$ cat config.mk
export PLATFORM = sky130hd
export DESIGN_NAME = fclt_lane
export DESIGN_NICKNAME = d
export VERILOG_FILES = /design/src/rtl/fclt_pkg.sv /design/src/rtl/fclt_lane.sv
export SDC_FILE = /design/constraint.sdc
export NUM_CORES = 2
export LEC_CHECK = 0
export BUFFER_PORTS_ARGS = -buffer_cell sky130_fd_sc_hd__buf_4
export CAP_MARGIN = 0
export CORE_UTILIZATION = 40
export CTS_CLUSTER_SIZE = 28
export DETAILED_ROUTE_END_ITERATION = 8
export PLACE_DENSITY = 0.55
export SLEW_MARGIN = 5
export SYNTH_ARGS = -nofsm -noshare
export SYNTH_HDL_FRONTEND = slang
export SYNTH_SLANG_ARGS = --single-unit
$ cat constraint.sdc
create_clock -name clk -period 26.3 [get_ports clk]
set_input_delay 1.315 -clock clk [delete_from_list [all_inputs] [get_ports clk]]
set_output_delay 1.315 -clock clk [all_outputs]
set_load 0.005 [all_outputs]
$ cat src/rtl/fclt_pkg.sv
// Shared types and constants for the four-channel linear tween.
package fclt_pkg;

    // Channel slots carried by every request and every result, used or not
    localparam int LANE_SLOTS = 4;
    localparam int MODE_W     = 2;
    localparam int DUR_W      = 16;
    localparam int ALPHA_W    = 17;
    localparam int ALPHA_FRAC = 16;
    localparam logic [ALPHA_W-1:0] ALPHA_ONE = 17'h10000;

    typedef enum logic [MODE_W-1:0] {
        MODE_PLACE  = 2'd0,
        MODE_MOVE   = 2'd1,
        MODE_TICK   = 2'd2,
        MODE_SAMPLE = 2'd3
    } mode_t;

    // Per-cycle commands from the sequencer to every lane
    typedef struct packed {
        logic place;
        logic move;
        logic copy_prev;
        logic snap;
        logic ramp_mul;
        logic div_step;
        logic ramp_commit;
        logic blend_mul;
        logic blend_sel;
    } lane_ctrl_t;

endpackage

$ cat src/rtl/fclt_lane.sv
// One channel: value state, ramp multiplier with restoring divider, blend unit.
module fclt_lane
    import fclt_pkg::*;
#(
    parameter int VALUE_WIDTH      = 32,
    parameter int TICK_COUNT_WIDTH = 16
)
(
    input  logic                        clk,
    input  logic                        rst_n,
    input  lane_ctrl_t                  ctrl,
    input  logic [VALUE_WIDTH-1:0]      value_in,
    input  logic [ALPHA_W-1:0]          alpha,
    input  logic [TICK_COUNT_WIDTH-1:0] progress,
    input  logic [TICK_COUNT_WIDTH-1:0] total,
    output logic [VALUE_WIDTH-1:0]      value_out
);

    localparam int QW = VALUE_WIDTH + 1;                 // quotient bits
    localparam int PW = QW + TICK_COUNT_WIDTH;           // ramp product bits
    localparam int BW = VALUE_WIDTH + 1 + ALPHA_W + 1;   // blend product bits

    logic [VALUE_WIDTH-1:0] prev_reg, cur_reg, start_reg, target_reg;

    // Ramp datapath
    logic signed [QW-1:0]       ramp_diff;
    logic                       ramp_neg;
    logic [QW-1:0]              ramp_mag;
    logic [PW-1:0]              ramp_prod;
    logic [TICK_COUNT_WIDTH-1:0] rem_reg;
    logic [QW-1:0]              dq_reg;
    logic                       neg_reg;
    logic [TICK_COUNT_WIDTH:0]  trial;
    logic [TICK_COUNT_WIDTH:0]  trial_sub;
    logic                       trial_ge;
    logic [VALUE_WIDTH-1:0]     ramp_value;

    // Blend datapath
    logic signed [QW-1:0]       blend_diff;
    logic signed [BW-1:0]       blend_prod;
    logic signed [BW-1:0]       bprod_reg;
    logic signed [BW-1:0]       blend_shift;
    logic [VALUE_WIDTH-1:0]     blended;

    assign ramp_diff = $signed({target_reg[VALUE_WIDTH-1], target_reg})
                     - $signed({start_reg[VALUE_WIDTH-1], start_reg});
    assign ramp_neg  = ramp_diff[QW-1];
    assign ramp_mag  = ramp_neg ? (QW'(0) - QW'(ramp_diff)) : QW'(ramp_diff);
    assign ramp_prod = PW'(ramp_mag) * PW'(progress);

    // Remainder stays below total, so the trial fits one extra bit
    assign trial     = {rem_reg, dq_reg[QW-1]};
    assign trial_sub = trial - {1'b0, total};
    assign trial_ge  = (trial >= {1'b0, total});

    assign ramp_value = neg_reg ? (start_reg - dq_reg[VALUE_WIDTH-1:0])
                                : (start_reg + dq_reg[VALUE_WIDTH-1:0]);

    assign blend_diff  = $signed({cur_reg[VALUE_WIDTH-1], cur_reg})
                       - $signed({prev_reg[VALUE_WIDTH-1], prev_reg});
    assign blend_prod  = blend_diff * $signed({1'b0, alpha});
    assign blend_shift = bprod_reg >>> ALPHA_FRAC;
    assign blended     = prev_reg + blend_shift[VALUE_WIDTH-1:0];

    assign value_out = ctrl.blend_sel ? blended : cur_reg;

    always_ff @(posedge clk or negedge rst_n)
    begin
        if (!rst_n)
        begin
            prev_reg   <= '0;
            cur_reg    <= '0;
            start_reg  <= '0;
            target_reg <= '0;
        end
        else
        begin
            if (ctrl.place)
            begin
                prev_reg   <= value_in;
                cur_reg    <= value_in;
                start_reg  <= value_in;
                target_reg <= value_in;
            end
            if (ctrl.move)
            begin
                start_reg  <= cur_reg;
                target_reg <= value_in;
            end
            if (ctrl.copy_prev)
                prev_reg <= cur_reg;
            if (ctrl.snap)
                cur_reg <= target_reg;
            if (ctrl.ramp_commit)
                cur_reg <= ramp_value;
        end
    end

    // Divider and product registers carry payload only
    always_ff @(posedge clk)
    begin
        if (ctrl.ramp_mul)
        begin
            rem_reg <= ramp_prod[PW-1:QW];
            dq_reg  <= ramp_prod[QW-1:0];
            neg_reg <= ramp_neg;
        end
        else if (ctrl.div_step)
        begin
            rem_reg <= trial_ge ? trial_sub[TICK_COUNT_WIDTH-1:0]
                                : trial[TICK_COUNT_WIDTH-1:0];
            dq_reg  <= {dq_reg[QW-2:0], trial_ge};
        end
        if (ctrl.blend_mul)
            bprod_reg <= blend_prod;
    end

endmodule

==> out/qor.txt <==
Outcome - complete, no violations
WS Path Type - flop to flop
Root Driver - clkbuf_16
Synth Area in Compound Gates - 0.108
TritonCTS Buffers - 24
# fillers - 13700
Starting Density - 0.404
Skew final - 0.0223 ns
Hold slack - 0.544 ns
Total grt overflow - 0
Max clock buf depth - 3
Sink Count - 210
Initial antenna violation count - 18
Largest net degree at the start of global routing - 70
Post-Synth XOR/XNOR Area - 0.0403
Core area - 136000 um^2
Minimum clock period after layout - 11.55 ns
Main combinational cell family by area after synthesis - adder cells
Max reg flops - 33
Vias in the first global route - 45300
Drt pass-1 iters - 6
Final WL - 159000 um
Vias per inst - 5.34
IO Count - 124
Htree depth - 1
Die Wd - 372 um
Post-CTS Setup Bufs - 0
CP max stage delay - 0.70 ns
Routed Antenna Nets - 0
Synth Instances - 6359
FP Rows - 135
Global-route wire length before repair - 256000 um
GP Congestion - 0.904
Fmax - 86.5 MHz
Seq cells post-synth - 210
CP Capture Type - flop
WP data required - 26.62 ns
Via count - 43000
Slew @ Worst Pin - 1.21 ns
Synth Area in Simple Gates - 0.176
EDFF count, synth - 82
Post-synth top area share - 0.347
Synthesized area - 54800 um^2
Register area share after synthesis - 0.103
Post-synth ARST share - 0.610
Crit-path most repeated cell - fa_1
CP max stage cell - xnor2_1
Max transition margin - 0.193
Clk_lat worst skew - 0.57 ns
Main flop type after synthesis - dfrtp_1
Post-synthesis mux area share - 0.0376
Hold_buf cts - 0
Placed Area - 57400 um^2
# DRC - 0
WP data arrival - 11.88 ns
Setup TNS - 0 ns
Library cells used by synthesis - 89
GRT Util Overall - 0.234
Worst Path Max Fanout - 62
Net Count, Synth - 7777
Share of layout cells above drive strength 1 - 0.0601
Resize count post-CTS - 0
Die H - 372 um
Most frequent cells in the layout - inv_1, fa_1, nand2_1, ha_1, and2_1
Routed length per placed instance - 19.7 um
Die area - 139000 um^2
Slew Viols, Final - 0
Dpl hpwl - 123000 um
Placed insts - 8010
CTS tree - yes
Max-cap violations - 0
Synthesis-to-layout area growth - 6.05%
Final cycle utilization of the critical path - 0.439
Area share of fa/ha/maj cells after synthesis - 0.433
Clk slew on worst S/H paths - 0.07 ns
Final Hold Fails - 0
Final std cells w/o fill - 8056
Port bufs - 123
Main area contributors after synthesis - fa_1, ha_1, inv_1
Synth area leader - fa_1
CP startpoint kind - flop
Initial DRC count - 2615
Commonest non-fill, non-tap cell in the layout - inv_1
Synth warn - 0
HP Class - flop to flop
Mean post-synth cell area - 8.62 um^2
RSZ-0062 raised after global routing - no
NumNets Final - 7673
Post-layout instance area - 58200 um^2
Endpoints failing setup - 0
-- critical path: cells and delay by family (launching register included) --
family | cells | cell delay (ns)
AO/OA/AOI/OAI | 15 | 4.71
XOR/XNOR | 2 | 0.80
adder cells (fa/ha/maj) | 8 | 3.71
buffers and inverters | 7 | 1.13
flip-flops | 1 | 0.39
AND/OR/NAND/NOR | 3 | 0.53
-- cell usage after synthesis (78+ instances only) --
cell,n
mux2i_1,115
a21o_1,78
nor2_1,232
mux2_2,81
xnor2_1,180
nand3_1,147
nand2_1,847
a21oi_1,252
and2_1,371
dfrtp_1,128
edfxtp_1,82
inv_1,1130
clkbuf_1,273
o21ai_0,217
fa_1,951
ha_1,375
-- metrics by stage --
step / setup WS, ns / utilization
detailed placement: 14.77 / 0.423
global placement: 14.97 / 0.423
finish: 14.75 / 0.428
global route: 14.03 / 0.428
CTS: 14.71 / 0.428
floorplan: 16.76 / -
-- path summary, 6_finish.rpt --
kind / depth (start not counted) / slack [ns] / start / endpoint
setup / recovery: 35 / 14.75 / start_reg[13] / rem_reg[15]
hold / removal: 1 / 0.54 / target_reg[12] / target_reg[12]
setup reg to reg: 35 / 14.75 / start_reg[13] / rem_reg[15]
hold reg to reg: 1 / 0.54 / target_reg[12] / target_reg[12]
max in group asynchronous: 2 / 24.23 / rst_n / cur_reg[16]
min in group asynchronous: 1 / 0.75 / rst_n / prev_reg[1]
-- kinds of logic after synthesis --
logic type,Yosys count
muxes,196
and+or+nand+nor,1989
buffers and inverters,1462
AOI/OAI and AO/OA,925
adders and majority gates,1326
DFF,210
xor gates and xnor gates,251
-- layout make-up --
type                       instances  area [um^2]  share of cell area
timing repair buffer             200         1510              0.0259
multi-input combinational       4687        43800               0.752
clock buffer                      35          683              0.0117
tap                             1781         2230              0.0383
antenna                            3         7.51            0.000129
inverter                        1132         4250              0.0731
clock inverter                     8         55.1            0.000947
sequential                       210         5670              0.0974
-- layer usage --
metal,wire length [um],vias to the layer above,track usage
li1,-,20100,-
met1,70700,21700,0.316
met2,76200,1005,0.402
met3,7560,231,0.0227
met4,4110,28,0.0584
met5,179,-,0
Power is not shown: default switching activity piles up to over one toggle a cycle in this logic, so the estimate is an artifact.
